--- src/rtl/ffha_pkg.sv ---
// Shared types and codes for the first-fit heap allocator.
package ffha_pkg;

    typedef enum logic [1:0] {
        REQ_ALLOC   = 2'd0,
        REQ_FREE    = 2'd1,
        REQ_REALLOC = 2'd2,
        REQ_CALLOC  = 2'd3
    } req_type_t;

    typedef enum logic [1:0] {
        STAT_OK      = 2'd0,
        STAT_NULL    = 2'd1,
        STAT_NOSPACE = 2'd2,
        STAT_BADADDR = 2'd3
    } status_t;

    // one segment table entry
    typedef struct packed {
        logic        free;
        logic [15:0] size;
        logic [15:0] start;
    } seg_t;

    localparam int unsigned SEG_W = $bits(seg_t);

endpackage

--- src/rtl/ffha_ram.sv ---
// Generic simple dual-port RAM, one write and one registered read port.
module ffha_ram #(
    parameter int unsigned WIDTH = 33,
    parameter int unsigned DEPTH = 64
) (
    input  logic                     clk,
    input  logic                     we,
    input  logic [$clog2(DEPTH)-1:0] waddr,
    input  logic [WIDTH-1:0]         wdata,
    input  logic [$clog2(DEPTH)-1:0] raddr,
    output logic [WIDTH-1:0]         rdata
);

    logic [WIDTH-1:0] mem [DEPTH];

    always_ff @(posedge clk)
    begin
        if (we)
        begin
            mem[waddr] <= wdata;
        end
        rdata <= mem[raddr];
    end

endmodule

--- src/rtl/first_fit_heap_allocator_top.sv ---
// First-fit heap allocator: segment table, sequencer and shared multiplier.
//
//  channel   | dir | handshake                    | payload
//  ----------+-----+------------------------------+-------------------------------------
//  s_axis    | in  | s_axis_tvalid/s_axis_tready  | tuser: req_type; tdata: req_size,
//            |     |                              |   elem_count, user_addr
//  m_axis    | out | m_axis_tvalid/m_axis_tready  | tuser: status; tdata: result_addr,
//            |     |                              |   copy_src, move_len
//  cfg       | in  | cfg_we                       | cfg_wdata: heap_limit
//
// One request at a time. The table lives in a single RAM with one read and one
// write port, and every walk over it (address lookup, first-fit search, insert
// shift, remove shift, merge pass) steps through each entry in turn: issue read,
// check. A realloc that moves may walk the table up to five times.
// No clearing pass after reset: entries at or above the segment count are never read.
// The finished beat sits in an output register; the next request is taken while it
// waits, and the sequencer stalls in its final state only if a second one is ready.
module first_fit_heap_allocator_top #(
    parameter int unsigned HEAP_BYTES  = 65536,
    parameter int unsigned MAX_SEGS    = 64,
    parameter int unsigned ALIGN_BYTES = 8,
    parameter int unsigned HDR_BYTES   = 16
) (
    input  logic        clk,
    input  logic        rst_n,
    input  logic        s_axis_tvalid,
    output logic        s_axis_tready,
    input  logic [47:0] s_axis_tdata,   // req_size, elem_count, user_addr
    input  logic [1:0]  s_axis_tuser,   // req_type
    output logic        m_axis_tvalid,
    input  logic        m_axis_tready,
    output logic [47:0] m_axis_tdata,   // result_addr, copy_src, move_len
    output logic [1:0]  m_axis_tuser,   // status
    input  logic        cfg_we,
    input  logic [16:0] cfg_wdata       // heap_limit
);

    import ffha_pkg::*;

    localparam int unsigned IW = $clog2(MAX_SEGS);
    localparam int unsigned CW = $clog2(MAX_SEGS + 1);
    localparam logic [CW-1:0] MAXC = CW'(MAX_SEGS);

    // usable heap cap, at most the 16-bit address space
    localparam int unsigned HEAP_CAP_I = (HEAP_BYTES < 65536) ? HEAP_BYTES : 65536;
    localparam logic [16:0] HEAP_CAP = 17'(HEAP_CAP_I);

    localparam logic [16:0] HDR17   = 17'(HDR_BYTES);
    localparam logic [17:0] HDR18   = 18'(HDR_BYTES);
    localparam logic [17:0] SPLIT18 = 18'(HDR_BYTES + ALIGN_BYTES);

    // round-up by reciprocal: q = ((n + A - 1) * M) >> K, exact while n + A - 1 < 2^17
    localparam int unsigned RND_L = $clog2(ALIGN_BYTES);
    localparam int unsigned RND_K = 17 + RND_L;
    localparam longint unsigned RND_M =
        ((64'd1 << RND_K) + ALIGN_BYTES - 1) / ALIGN_BYTES;
    localparam int unsigned PW = 36;

    typedef enum logic [25:0] {
        S_IDLE    = 26'd1 << 0,
        S_MUL     = 26'd1 << 1,
        S_CHKC    = 26'd1 << 2,
        S_RND1    = 26'd1 << 3,
        S_RND2    = 26'd1 << 4,
        S_RND3    = 26'd1 << 5,
        S_FT_RD   = 26'd1 << 6,
        S_FT_CHK  = 26'd1 << 7,
        S_TAKE    = 26'd1 << 8,
        S_SH_RD   = 26'd1 << 9,
        S_SH_WR   = 26'd1 << 10,
        S_AL_DONE = 26'd1 << 11,
        S_FD_RD   = 26'd1 << 12,
        S_FD_CHK  = 26'd1 << 13,
        S_FREE_W  = 26'd1 << 14,
        S_MG_INIT = 26'd1 << 15,
        S_MG_LD   = 26'd1 << 16,
        S_MG_RD   = 26'd1 << 17,
        S_MG_CHK  = 26'd1 << 18,
        S_RE_CHK  = 26'd1 << 19,
        S_RN_RD   = 26'd1 << 20,
        S_RN_CHK  = 26'd1 << 21,
        S_RN_W2   = 26'd1 << 22,
        S_RM_RD   = 26'd1 << 23,
        S_RM_WR   = 26'd1 << 24,
        S_DONE    = 26'd1 << 25
    } state_t;

    // control state
    state_t         state_reg, state_next;
    logic [CW-1:0]  count_reg, count_next;
    logic [16:0]    break_reg, break_next;
    logic [16:0]    limit_reg, limit_next;
    logic           mvalid_reg, mvalid_next;

    // request and work registers
    req_type_t      typ_reg, typ_next;
    logic [15:0]    size_reg, size_next;
    logic [15:0]    cnt_reg, cnt_next;
    logic [15:0]    addr_reg, addr_next;
    logic [15:0]    n_reg, n_next;
    logic [16:0]    want_reg, want_next;
    logic [PW-1:0]  prod_reg, prod_next;
    logic [CW-1:0]  idx_reg, idx_next;
    logic [CW-1:0]  widx_reg, widx_next;
    logic [CW-1:0]  pos_reg, pos_next;
    seg_t           cur_reg, cur_next;
    seg_t           ins_reg, ins_next;
    logic [15:0]    oldsz_reg, oldsz_next;
    logic           move_reg, move_next;
    logic           rmode_reg, rmode_next;
    logic [15:0]    res_reg, res_next;
    status_t        st_reg, st_next;
    logic [15:0]    src_reg, src_next;
    logic [15:0]    len_reg, len_next;

    // output beat
    logic [15:0]    oaddr_reg, oaddr_next;
    status_t        ost_reg, ost_next;
    logic [15:0]    osrc_reg, osrc_next;
    logic [15:0]    olen_reg, olen_next;

    // table RAM
    logic              we;
    logic [IW-1:0]     waddr, raddr;
    seg_t              wdata, rseg;
    logic [SEG_W-1:0]  rdata;

    // shared multiplier
    logic [16:0]    mul_a;
    logic [18:0]    mul_b;
    logic [PW-1:0]  mul_p;

    // datapath helpers
    logic [16:0]    lim;
    logic [17:0]    need;
    logic [17:0]    split_thr;
    logic [17:0]    comb;
    logic           contig;
    logic [16:0]    q;

    ffha_ram #(
        .WIDTH (SEG_W),
        .DEPTH (MAX_SEGS)
    ) u_tab (
        .clk   (clk),
        .we    (we),
        .waddr (waddr),
        .wdata (wdata),
        .raddr (raddr),
        .rdata (rdata)
    );

    assign rseg  = seg_t'(rdata);
    assign mul_p = PW'(mul_a) * PW'(mul_b);

    assign lim       = (limit_reg > HEAP_CAP) ? HEAP_CAP : limit_reg;
    assign need      = HDR18 + {1'b0, want_reg};
    assign split_thr = {1'b0, want_reg} + SPLIT18;
    assign comb      = {2'b00, cur_reg.size} + HDR18 + {2'b00, rseg.size};
    assign contig    = ({1'b0, cur_reg.start} + HDR17 + {1'b0, cur_reg.size})
                       == {1'b0, rseg.start};
    assign q         = 17'(prod_reg >> RND_K);

    assign s_axis_tready = (state_reg == S_IDLE);
    assign m_axis_tvalid = mvalid_reg;
    assign m_axis_tdata  = {olen_reg, osrc_reg, oaddr_reg};
    assign m_axis_tuser  = ost_reg;

    always_comb
    begin
        state_next  = state_reg;
        count_next  = count_reg;
        break_next  = break_reg;
        limit_next  = cfg_we ? cfg_wdata : limit_reg;
        mvalid_next = (mvalid_reg && m_axis_tready) ? 1'b0 : mvalid_reg;
        typ_next    = typ_reg;
        size_next   = size_reg;
        cnt_next    = cnt_reg;
        addr_next   = addr_reg;
        n_next      = n_reg;
        want_next   = want_reg;
        prod_next   = prod_reg;
        idx_next    = idx_reg;
        widx_next   = widx_reg;
        pos_next    = pos_reg;
        cur_next    = cur_reg;
        ins_next    = ins_reg;
        oldsz_next  = oldsz_reg;
        move_next   = move_reg;
        rmode_next  = rmode_reg;
        res_next    = res_reg;
        st_next     = st_reg;
        src_next    = src_reg;
        len_next    = len_reg;
        oaddr_next  = oaddr_reg;
        ost_next    = ost_reg;
        osrc_next   = osrc_reg;
        olen_next   = olen_reg;
        we          = 1'b0;
        waddr       = '0;
        wdata       = '0;
        raddr       = '0;
        mul_a       = '0;
        mul_b       = '0;

        unique case (state_reg)
            S_IDLE:
            begin
                if (s_axis_tvalid)
                begin
                    typ_next   = req_type_t'(s_axis_tuser);
                    size_next  = s_axis_tdata[15:0];
                    cnt_next   = s_axis_tdata[31:16];
                    addr_next  = s_axis_tdata[47:32];
                    n_next     = s_axis_tdata[15:0];
                    res_next   = '0;
                    st_next    = STAT_OK;
                    src_next   = '0;
                    len_next   = '0;
                    move_next  = 1'b0;
                    idx_next   = '0;
                    rmode_next = (s_axis_tuser == REQ_REALLOC)
                                 && (s_axis_tdata[47:32] != 16'd0);
                    unique case (req_type_t'(s_axis_tuser))
                        REQ_CALLOC:
                        begin
                            state_next = S_MUL;
                        end
                        REQ_FREE:
                        begin
                            if (s_axis_tdata[47:32] == 16'd0)
                            begin
                                st_next    = STAT_NULL;
                                state_next = S_DONE;
                            end
                            else
                            begin
                                state_next = S_FD_RD;
                            end
                        end
                        REQ_REALLOC:
                        begin
                            if (s_axis_tdata[47:32] != 16'd0)
                            begin
                                state_next = S_FD_RD;
                            end
                            else if (s_axis_tdata[15:0] == 16'd0)
                            begin
                                st_next    = STAT_NULL;
                                state_next = S_DONE;
                            end
                            else
                            begin
                                state_next = S_RND1;
                            end
                        end
                        default:
                        begin
                            if (s_axis_tdata[15:0] == 16'd0)
                            begin
                                st_next    = STAT_NULL;
                                state_next = S_DONE;
                            end
                            else
                            begin
                                state_next = S_RND1;
                            end
                        end
                    endcase
                end
            end

            S_MUL:
            begin
                mul_a      = {1'b0, size_reg};
                mul_b      = {3'b000, cnt_reg};
                prod_next  = mul_p;
                state_next = S_CHKC;
            end

            S_CHKC:
            begin
                if (prod_reg[31:16] != 16'd0)
                begin
                    st_next    = STAT_NOSPACE;
                    state_next = S_DONE;
                end
                else if (prod_reg[15:0] == 16'd0)
                begin
                    st_next    = STAT_NULL;
                    state_next = S_DONE;
                end
                else
                begin
                    n_next     = prod_reg[15:0];
                    state_next = S_RND1;
                end
            end

            S_RND1:
            begin
                mul_a      = {1'b0, n_reg} + 17'(ALIGN_BYTES - 1);
                mul_b      = 19'(RND_M);
                prod_next  = mul_p;
                state_next = S_RND2;
            end

            S_RND2:
            begin
                mul_a      = q;
                mul_b      = 19'(ALIGN_BYTES);
                prod_next  = mul_p;
                state_next = S_RND3;
            end

            S_RND3:
            begin
                want_next = prod_reg[16:0];
                idx_next  = '0;
                state_next = rmode_reg ? S_RE_CHK : S_FT_RD;
            end

            // first-fit walk; append at the break when nothing fits
            S_FT_RD:
            begin
                if (idx_reg >= count_reg)
                begin
                    if ((count_reg >= MAXC) || (break_reg > lim)
                        || (need > ({1'b0, lim} - {1'b0, break_reg})))
                    begin
                        res_next   = '0;
                        st_next    = STAT_NOSPACE;
                        state_next = S_DONE;
                    end
                    else
                    begin
                        we          = 1'b1;
                        waddr       = IW'(count_reg);
                        wdata.start = break_reg[15:0];
                        wdata.size  = want_reg[15:0];
                        wdata.free  = 1'b0;
                        count_next  = count_reg + CW'(1);
                        break_next  = 17'(need + {1'b0, break_reg});
                        res_next    = 16'({1'b0, break_reg} + HDR17);
                        state_next  = S_AL_DONE;
                    end
                end
                else
                begin
                    raddr      = IW'(idx_reg);
                    state_next = S_FT_CHK;
                end
            end

            S_FT_CHK:
            begin
                if (rseg.free && ({1'b0, rseg.size} >= want_reg))
                begin
                    cur_next   = rseg;
                    pos_next   = idx_reg;
                    state_next = S_TAKE;
                end
                else
                begin
                    idx_next   = idx_reg + CW'(1);
                    state_next = S_FT_RD;
                end
            end

            S_TAKE:
            begin
                we          = 1'b1;
                waddr       = IW'(pos_reg);
                wdata.start = cur_reg.start;
                wdata.free  = 1'b0;
                res_next    = 16'({1'b0, cur_reg.start} + HDR17);
                if ((count_reg < MAXC) && ({2'b00, cur_reg.size} >= split_thr))
                begin
                    wdata.size     = want_reg[15:0];
                    ins_next.start = 16'({1'b0, cur_reg.start} + HDR17 + want_reg);
                    ins_next.size  = 16'({2'b00, cur_reg.size} - need);
                    ins_next.free  = 1'b1;
                    idx_next       = count_reg;
                    state_next     = S_SH_RD;
                end
                else
                begin
                    wdata.size = cur_reg.size;
                    state_next = S_AL_DONE;
                end
            end

            // insert shift: move entries up by one, then drop in the new one
            S_SH_RD:
            begin
                if (idx_reg == (pos_reg + CW'(1)))
                begin
                    we         = 1'b1;
                    waddr      = IW'(idx_reg);
                    wdata      = ins_reg;
                    count_next = count_reg + CW'(1);
                    state_next = (rmode_reg && !move_reg) ? S_DONE : S_AL_DONE;
                end
                else
                begin
                    raddr      = IW'(idx_reg - CW'(1));
                    state_next = S_SH_WR;
                end
            end

            S_SH_WR:
            begin
                we         = 1'b1;
                waddr      = IW'(idx_reg);
                wdata      = rseg;
                idx_next   = idx_reg - CW'(1);
                state_next = S_SH_RD;
            end

            S_AL_DONE:
            begin
                if (typ_reg == REQ_CALLOC)
                begin
                    len_next = n_reg;
                end
                if (move_reg)
                begin
                    src_next   = addr_reg;
                    len_next   = oldsz_reg;
                    idx_next   = '0;
                    state_next = S_FD_RD;
                end
                else
                begin
                    state_next = S_DONE;
                end
            end

            // lookup of a payload address
            S_FD_RD:
            begin
                if (idx_reg >= count_reg)
                begin
                    st_next    = STAT_BADADDR;
                    state_next = S_DONE;
                end
                else
                begin
                    raddr      = IW'(idx_reg);
                    state_next = S_FD_CHK;
                end
            end

            S_FD_CHK:
            begin
                if (({1'b0, rseg.start} + HDR17) == {1'b0, addr_reg})
                begin
                    cur_next = rseg;
                    pos_next = idx_reg;
                    if (rseg.free)
                    begin
                        st_next    = STAT_BADADDR;
                        state_next = S_DONE;
                    end
                    else if ((typ_reg == REQ_FREE) || move_reg)
                    begin
                        state_next = S_FREE_W;
                    end
                    else if (size_reg == 16'd0)
                    begin
                        st_next    = STAT_NULL;
                        state_next = S_FREE_W;
                    end
                    else
                    begin
                        state_next = S_RND1;
                    end
                end
                else
                begin
                    idx_next   = idx_reg + CW'(1);
                    state_next = S_FD_RD;
                end
            end

            S_FREE_W:
            begin
                we          = 1'b1;
                waddr       = IW'(pos_reg);
                wdata       = cur_reg;
                wdata.free  = 1'b1;
                state_next  = S_MG_INIT;
            end

            // merge pass: stream entries, fold free neighbors into cur, compact
            S_MG_INIT:
            begin
                raddr      = '0;
                state_next = S_MG_LD;
            end

            S_MG_LD:
            begin
                cur_next   = rseg;
                idx_next   = CW'(1);
                widx_next  = '0;
                state_next = S_MG_RD;
            end

            S_MG_RD:
            begin
                if (idx_reg >= count_reg)
                begin
                    we         = 1'b1;
                    waddr      = IW'(widx_reg);
                    wdata      = cur_reg;
                    count_next = widx_reg + CW'(1);
                    state_next = S_DONE;
                end
                else
                begin
                    raddr      = IW'(idx_reg);
                    state_next = S_MG_CHK;
                end
            end

            S_MG_CHK:
            begin
                if (cur_reg.free && rseg.free && contig)
                begin
                    cur_next.size = comb[15:0];
                end
                else
                begin
                    we        = 1'b1;
                    waddr     = IW'(widx_reg);
                    wdata     = cur_reg;
                    widx_next = widx_reg + CW'(1);
                    cur_next  = rseg;
                end
                idx_next   = idx_reg + CW'(1);
                state_next = S_MG_RD;
            end

            // realloc: shrink in place, else try the next neighbor, else move
            S_RE_CHK:
            begin
                if ({1'b0, cur_reg.size} >= want_reg)
                begin
                    res_next = addr_reg;
                    if ((count_reg < MAXC) && ({2'b00, cur_reg.size} >= split_thr))
                    begin
                        we             = 1'b1;
                        waddr          = IW'(pos_reg);
                        wdata.start    = cur_reg.start;
                        wdata.size     = want_reg[15:0];
                        wdata.free     = 1'b0;
                        ins_next.start = 16'({1'b0, cur_reg.start} + HDR17 + want_reg);
                        ins_next.size  = 16'({2'b00, cur_reg.size} - need);
                        ins_next.free  = 1'b1;
                        idx_next       = count_reg;
                        state_next     = S_SH_RD;
                    end
                    else
                    begin
                        state_next = S_DONE;
                    end
                end
                else
                begin
                    state_next = S_RN_RD;
                end
            end

            S_RN_RD:
            begin
                if ((pos_reg + CW'(1)) >= count_reg)
                begin
                    oldsz_next = cur_reg.size;
                    move_next  = 1'b1;
                    idx_next   = '0;
                    state_next = S_FT_RD;
                end
                else
                begin
                    raddr      = IW'(pos_reg + CW'(1));
                    state_next = S_RN_CHK;
                end
            end

            S_RN_CHK:
            begin
                if (rseg.free && contig && (comb >= {1'b0, want_reg}))
                begin
                    res_next    = addr_reg;
                    we          = 1'b1;
                    waddr       = IW'(pos_reg);
                    wdata.start = cur_reg.start;
                    wdata.free  = 1'b0;
                    if (comb >= split_thr)
                    begin
                        wdata.size     = want_reg[15:0];
                        ins_next.start = 16'({1'b0, cur_reg.start} + HDR17 + want_reg);
                        ins_next.size  = 16'(comb - need);
                        ins_next.free  = 1'b1;
                        state_next     = S_RN_W2;
                    end
                    else
                    begin
                        wdata.size = comb[15:0];
                        idx_next   = pos_reg + CW'(1);
                        state_next = S_RM_RD;
                    end
                end
                else
                begin
                    oldsz_next = cur_reg.size;
                    move_next  = 1'b1;
                    idx_next   = '0;
                    state_next = S_FT_RD;
                end
            end

            S_RN_W2:
            begin
                we         = 1'b1;
                waddr      = IW'(pos_reg + CW'(1));
                wdata      = ins_reg;
                state_next = S_DONE;
            end

            // remove shift: move entries down by one
            S_RM_RD:
            begin
                if ((idx_reg + CW'(1)) >= count_reg)
                begin
                    count_next = count_reg - CW'(1);
                    state_next = S_DONE;
                end
                else
                begin
                    raddr      = IW'(idx_reg + CW'(1));
                    state_next = S_RM_WR;
                end
            end

            S_RM_WR:
            begin
                we         = 1'b1;
                waddr      = IW'(idx_reg);
                wdata      = rseg;
                idx_next   = idx_reg + CW'(1);
                state_next = S_RM_RD;
            end

            S_DONE:
            begin
                if (!mvalid_reg || m_axis_tready)
                begin
                    mvalid_next = 1'b1;
                    oaddr_next  = res_reg;
                    ost_next    = st_reg;
                    osrc_next   = src_reg;
                    olen_next   = len_reg;
                    state_next  = S_IDLE;
                end
            end

            default:
            begin
                state_next = S_IDLE;
            end
        endcase
    end

    always_ff @(posedge clk or negedge rst_n)
    begin
        if (!rst_n)
        begin
            state_reg  <= S_IDLE;
            count_reg  <= '0;
            break_reg  <= '0;
            limit_reg  <= 17'h10000;
            mvalid_reg <= 1'b0;
        end
        else
        begin
            state_reg  <= state_next;
            count_reg  <= count_next;
            break_reg  <= break_next;
            limit_reg  <= limit_next;
            mvalid_reg <= mvalid_next;
        end
    end

    always_ff @(posedge clk)
    begin
        typ_reg   <= typ_next;
        size_reg  <= size_next;
        cnt_reg   <= cnt_next;
        addr_reg  <= addr_next;
        n_reg     <= n_next;
        want_reg  <= want_next;
        prod_reg  <= prod_next;
        idx_reg   <= idx_next;
        widx_reg  <= widx_next;
        pos_reg   <= pos_next;
        cur_reg   <= cur_next;
        ins_reg   <= ins_next;
        oldsz_reg <= oldsz_next;
        move_reg  <= move_next;
        rmode_reg <= rmode_next;
        res_reg   <= res_next;
        st_reg    <= st_next;
        src_reg   <= src_next;
        len_reg   <= len_next;
        oaddr_reg <= oaddr_next;
        ost_reg   <= ost_next;
        osrc_reg  <= osrc_next;
        olen_reg  <= olen_next;
    end

`ifndef SYNTHESIS
    // table never holds more segments than it has room for
    a_count_bound: assert property (@(posedge clk) disable iff (!rst_n)
        count_reg <= MAXC)
        else $error("segment count above table depth");

    // the table grows by at most one segment per cycle
    a_count_step: assert property (@(posedge clk) disable iff (!rst_n)
        {1'b0, count_reg} <= ({1'b0, $past(count_reg)} + (CW+1)'(1)))
        else $error("segment count jumped");

    // a result beat is only raised from the final state
    a_out_src: assert property (@(posedge clk) disable iff (!rst_n)
        $rose(mvalid_reg) |-> ($past(state_reg) == S_DONE))
        else $error("result raised outside final state");
`endif

endmodule
--- config.mk ---
export PLATFORM = sky130hd
export DESIGN_NAME = first_fit_heap_allocator_top
export DESIGN_NICKNAME = d
export VERILOG_FILES = /design/src/rtl/ffha_pkg.sv /design/src/rtl/ffha_ram.sv /design/src/rtl/first_fit_heap_allocator_top.sv
export SDC_FILE = /design/constraint.sdc
export NUM_CORES = 2
export LEC_CHECK = 0
export BUFFER_PORTS_ARGS = -buffer_cell sky130_fd_sc_hd__buf_4
export CAP_MARGIN = 10
export CORE_UTILIZATION = 50
export DETAILED_ROUTE_END_ITERATION = 8
export PLACE_DENSITY = 0.76
export RECOVER_POWER = 25
export SYNTH_ARGS = -nofsm -noshare
export SYNTH_HDL_FRONTEND = slang
export SYNTH_HIERARCHICAL = 1
export SYNTH_SLANG_ARGS = --single-unit
--- constraint.sdc ---
create_clock -name clk -period 25.5 [get_ports clk]
set_clock_uncertainty 0.2 [all_clocks]
set_input_delay 1.275 -clock clk [delete_from_list [all_inputs] [get_ports clk]]
set_output_delay 1.275 -clock clk [all_outputs]
set_load 0.01 [all_outputs]
Word level (Yosys, flattened, before mapping):

Memories as Yosys holds them, arrays and structs flattened. A register that Yosys moved wholly into a read port is not among the register bits.
Cells that the tools add are included.

* memories: 1
* bits in latches: 0
* ROM bits: 0
* bits in writable memories: 2112
* register bits after elaboration: 392
* input bits: 72

Memories
* u_tab.mem: depth 64, bits a word 33, rd ports 1, clocked after Yosys merged registers in 1, wr ports 1, RTL line ffha_ram.sv:14 `logic [WIDTH-1:0] mem [DEPTH];`

* div/mod/pow operators: 0
* bitwise operators: 1
* $add $sub $neg: 20
* reductions and logical operators: 58
* multiply operators: 1
* order comparisons: 13
* shift operators: 0
* multiplexer cells: 140
* eq/ne operators: 61

Operators by type and width (number)
* $pmux W26 S25: 1
* $mux W26: 20
* $pmux W33 S10: 1
* $mux W33: 9
* $mux W16: 17
* $mux W32: 5
* $pmux W33 S4: 1
* $pmux W16 S2: 4
* $mux W7: 17
* $pmux W33 S3: 1
* $pmux W7 S12: 1
* $pmux W16 S5: 1
* $pmux W26 S3: 1
* $mux W6: 12
* $logic_not A16 Y1: 4
* $pmux W18 S3: 1
* $pmux W6 S9: 1
* $add A16 B5 Y17 const B: 3
* $pmux W17 S3: 1
* $ne A2 B2 Y1 const B: 22
* $mul A17 B19 Y36: 1
* $eq A17 B16 Y1: 2
* $ge A16 B17 Y1: 2
* $reduce_bool A16 Y1: 2
* 86 further kinds: 164

Depth between registers and ports, before layout:

* depth in word-level cells: 10
* depth in mapped cells: 33
* gate-level depth less buffers: 32

Cells and area by module:

The synthesis kept the hierarchy.

Modules (own cells, without submodules)
* ffha_ram: cells an instance 3610, area an instance 81094.0 µm², instances 1, sequential area each 64081.5 µm²
* first_fit_heap_allocator_top: cells an instance 3584, area an instance 35449.0 µm², instances 1, sequential area each 11433.5 µm²

Worst setup path after synthesis:

Ideal clock, no wire load.

* path type: flip-flop to flip-flop
* from: register state_reg[24]
* to: register prod_reg[31] (data pin)
* stages on the path, launching flop included: 32
* arrival time: 8.044 ns
* slack: 16.997 ns
* library setup time: 0.259 ns
* buffers on the path: 3
* cells stage by stage: dfrtp_1 -> nor4_1 -> and4_1 -> nand3_1 -> or3_1 -> nor3b_1 -> clkbuf_1 -> a221o_1 -> clkbuf_1 -> nand2_1 -> fa_1 -> inv_1 -> fa_1 -> inv_1 -> fa_1 -> inv_1 -> fa_1 -> fa_1 -> inv_1 -> fa_1 -> inv_1 -> ha_1 -> clkbuf_1 -> a21o_1 -> a311oi_1 -> o31ai_1 -> a21oi_1 -> a21oi_1 -> a41o_1 -> or2_2 -> a41oi_1 -> xnor2_1

* longest elaborated chain between the ends: 3
* elaborated cells on any way between the ends: 6
* classes of those cells: mul (1); eq/ne (3); mux (2)

RTL lines
* from (decl): RTL line first_fit_heap_allocator_top.sv:89 `state_t state_reg, state_next;`
* from (signal assigned): RTL line first_fit_heap_allocator_top.sv:688 `state_reg <= state_next;`
* $eq A26 B5 Y1, or another cell as far along: RTL line first_fit_heap_allocator_top.sv:206 `unique case (state_reg)`
* $pmux W17 S3 or $pmux W18 S3 (tied branches): RTL line first_fit_heap_allocator_top.sv:206
* $mul A17 B19 Y36 (*): RTL line first_fit_heap_allocator_top.sv:154 `assign mul_p = PW'(mul_a) * PW'(mul_b);`
* via mul_p[31]: RTL line first_fit_heap_allocator_top.sv:131 `logic [PW-1:0] mul_p;`
* to (signal assigned): RTL line first_fit_heap_allocator_top.sv:704 `prod_reg <= prod_next;`
* to (decl): RTL line first_fit_heap_allocator_top.sv:102 `logic [PW-1:0] prod_reg, prod_next;`

The timed path passes the listed nets; every way through them passes the cells marked *.
A chain may end at the register's enable or synchronous reset.

Worst setup path in the final report:

* from: register state_reg[21]
* to: register prod_reg[31] (data pin)

Same word-level chain as after synthesis.

==> impl_metrics.toml <==
[status]
status = "finished with violations"
violations = "max-capacitance violations, max-slew violations"

[place]
dp_hpwl_mm = 208
gp_congestion = 0.958
post_dp_cell_area_um2 = 122000
io_buffers = 123
place_ws_ns = 15.72

[synth]
seq_area_frac_synth = 0.648
synth.area.mux_share = 0.109
yosysUniqueCellTypes = 103
synth-compound-area-share = 0.0562
synth_top_family_by_area = "multiplexers"
synthAdderAreaFrac = 0.0796
synth-xor-area-share = 0.0182
synth_seq_cells = 2537
synth_edf_count = 2436
syn_inst = 7194
syn_area_um2 = 117000
synthSimpleGateAreaFrac = 0.0635
synthFlopType = "edfxtp_1"
yosysWarnings = 6
syn-mean-instance-area_um2 = 16.2
async_reset_ff_frac = 0.0268

[clock_tree]
cts_hold_buf = 0
worstSkewPairLatency_ns = 0.94
clock_path_buffers = 4
numCtsBuffers = 275
htree_num_levels = 5
clkTransAtPathRegs_ns = 0.06
numClockSinks = 2537
post_cts_buffers = 0
cts_root_buf = "clkbuf_16"
tritoncts = "yes"
cts-resized-gates = 0

[worst_setup_path]
critical_path.slowest_cell = "clkbuf_1"
crit_path_max_incr_delay_ns = 2.23
cp_common_cell = "fa_1"
cp-end-kind = "flip-flop"
cp.arrival_ns = 12.59
worstPathRequired_ns = 25.89
start_kind = "flip-flop"
worst-path-max-fanout = 69
path_class = "reg2reg"

[sta]
fin_tns_setup_ns = 0
maxSlewViolCount = 965
fin_crit_ns = 12.20
holdWs_ns = 0.205
relSlewSlack = -1.83
period_share = 0.478
tightestPinTransition_ns = 4.25
rsz0062_at_grt = "no"
setup_slack_ns = 13.30
fmax_mhz = 82.0
setup-violations-final = 0
hold_viol = 0

[floorplanning]
initial_utilization = 0.505
std_cell_rows = 176
ios = 124
die_height_um = 485
die_w_um = 485
fp.coreArea_um2 = 231000
die_area_um2 = 235000

[grt]
grt_pass1_wl_mm = 487
grt_use_total = 0.287
antenna_found_initial = 21
grt_overflow = 0
grt_pass1_vias = 70500
grt_max_degree = 109

[flow_run]
max_cap_viol_count = 19

[finish]
fin_area_um2 = 130000
fin_nets = 8164
largest_reg_flops = 2112
drive_above_1_share = 0.164
area_delta_synth_final_pct = 11.8
fillCellCount = 17100

[drt]
dr.pass1.iters = 8
first_iter_violations = 9647
wire_per_inst_um = 31.7
drc = 0
via_per_inst = 6.53
route.vias.total = 70100
antenna_left = 0
postRouteWirelength_mm = 339

[pwr]
total_power_mw = 11.4
vdd_ir_drop_max_uv = 80.3
leakage_nw = 47.9
powerDensity_nw_per_um2 = 87.4

[worst_hold_path]
hold_class = "reg2reg"
## worst paths after layout
path	startpoint	endpoint	depth (start not counted)	slack [ns]
setup / recovery	state_reg[21]$_DFFE_PN0P_	prod_reg[31]$_DFFE_PP_	28	13.30
hold / removal	src_reg[11]$_SDFFCE_PP0P_	osrc_reg[11]$_DFFE_PP_	0	0.21
setup reg to reg	state_reg[21]$_DFFE_PN0P_	prod_reg[31]$_DFFE_PP_	28	13.30
hold reg to reg	src_reg[11]$_SDFFCE_PP0P_	osrc_reg[11]$_DFFE_PP_	0	0.21
max in group asynchronous	rst_n	state_reg[5]$_DFFE_PN0P_	1	20.97
min in group asynchronous	rst_n	break_reg[16]$_DFFE_PN0P_	1	1.71
## report_power, final
part / internal (mW) / total [mW] / switching (mW)
logic: 0.942 / 2.67 / 1.72
registers: 4.67 / 4.83 / 0.161
clock network: 2.29 / 3.89 / 1.60
## cells in the final DEF (no fill, tap or decap), types with 38 or more instances in the layout
master | synthesis | layout
nor3_1 | 43 | 44
o221ai_1 | 57 | 55
a21oi_1 | 160 | 160
clkbuf_16 | 0 | 284
and3_1 | 57 | 57
nand4_1 | 95 | 96
buf_4 | 11 | 176
a222oi_1 | 38 | 38
a21o_1 | 53 | 53
mux2_2 | 46 | 45
clkinv_2 | 0 | 45
mux4_2 | 484 | 484
nor2b_1 | 97 | 92
xnor2_1 | 144 | 144
ha_1 | 369 | 369
o22ai_1 | 77 | 77
nor4_1 | 45 | 43
a211oi_1 | 51 | 53
nand2b_1 | 42 | 42
a22oi_1 | 89 | 89
inv_1 | 398 | 398
dfrtp_1 | 66 | 66
nand2_1 | 442 | 442
nor2_1 | 337 | 270
clkinv_1 | 2 | 46
clkbuf_1 | 194 | 168
mux2i_1 | 123 | 123
nor2_4 | 0 | 66
fa_1 | 232 | 232
nand3_1 | 173 | 159
edfxtp_1 | 2436 | 2436
o21ai_0 | 172 | 171
xor2_1 | 95 | 95
## final cells by class
| cell class | instances | area, um2 | area share |
|---|---|---|---|
| Multi-Input combinational cell | 3956 | 38700 | 0.297 |
| Clock buffer | 339 | 7350 | 0.0565 |
| Timing Repair Buffer | 321 | 2040 | 0.0156 |
| Inverter | 400 | 1500 | 0.0115 |
| Sequential cell | 2537 | 75500 | 0.580 |
| Clock inverter | 135 | 1300 | 0.00998 |
| Antenna cell | 8 | 20.0 | 0.000154 |
| Tap cell | 3026 | 3790 | 0.0291 |
## per-stage QoR
step | std cells | util
finish | 10700 | 0.564
global placement | 10200 | 0.529
global route | 10700 | 0.564
CTS | 10700 | 0.566
floorplan | 7208 | -
detailed placement | 10200 | 0.529
## critical path: cells and delay by family (launching register included)
| kind | cells | cell delay, ns |
|---|---|---|
| AOI/OAI and AO/OA | 7 | 1.69 |
| DFF | 1 | 0.40 |
| and+or+nand+nor | 8 | 3.68 |
| buffers and inverters | 5 | 2.47 |
| adders and majority gates | 7 | 3.27 |
| xor gates and xnor gates | 1 | 0.10 |
## cells by family after synthesis
kind of cell / Yosys count
xor+xnor: 240
flops: 2537
mux: 656
buf+inv: 715
simple gates: 1500
compound gates: 942
other cells: 2
fa+ha+maj: 602
## cells in the mapped netlist (46+ instances only)
master    instances  area share
fa_1            232       0.040
mux2_2           46      0.0044
xnor2_1         144       0.011
and3_1           57      0.0031
nand2_1         442       0.014
xor2_1           95      0.0071
mux4_2          484       0.094
a21oi_1         160      0.0069
o22ai_1          77      0.0041
a21o_1           53      0.0034
a211oi_1         51      0.0033
dfrtp_1          66       0.014
ha_1            369       0.040
nand4_1          95      0.0051
and2_1           50      0.0027
nor2_1          337       0.011
edfxtp_1       2436        0.63
o21ai_0         172      0.0074
nor2b_1          97      0.0052
a22oi_1          89      0.0057
mux2i_1         123       0.011
clkbuf_1        194      0.0062
o221ai_1         57      0.0043
buf_2            74      0.0032
nand3_1         173      0.0074
inv_1           398       0.013
## routing by layer
metal  vias to the layer above  part of all wire  GRT usage
met3                       958              0.12     0.0728
met5                         -           0.00021          0
met1                     35500              0.36      0.374
li1                      28700                 -          -
met4                        10             0.055      0.139
met2                      4868              0.46      0.449
Power figures use the tool's default switching activity.
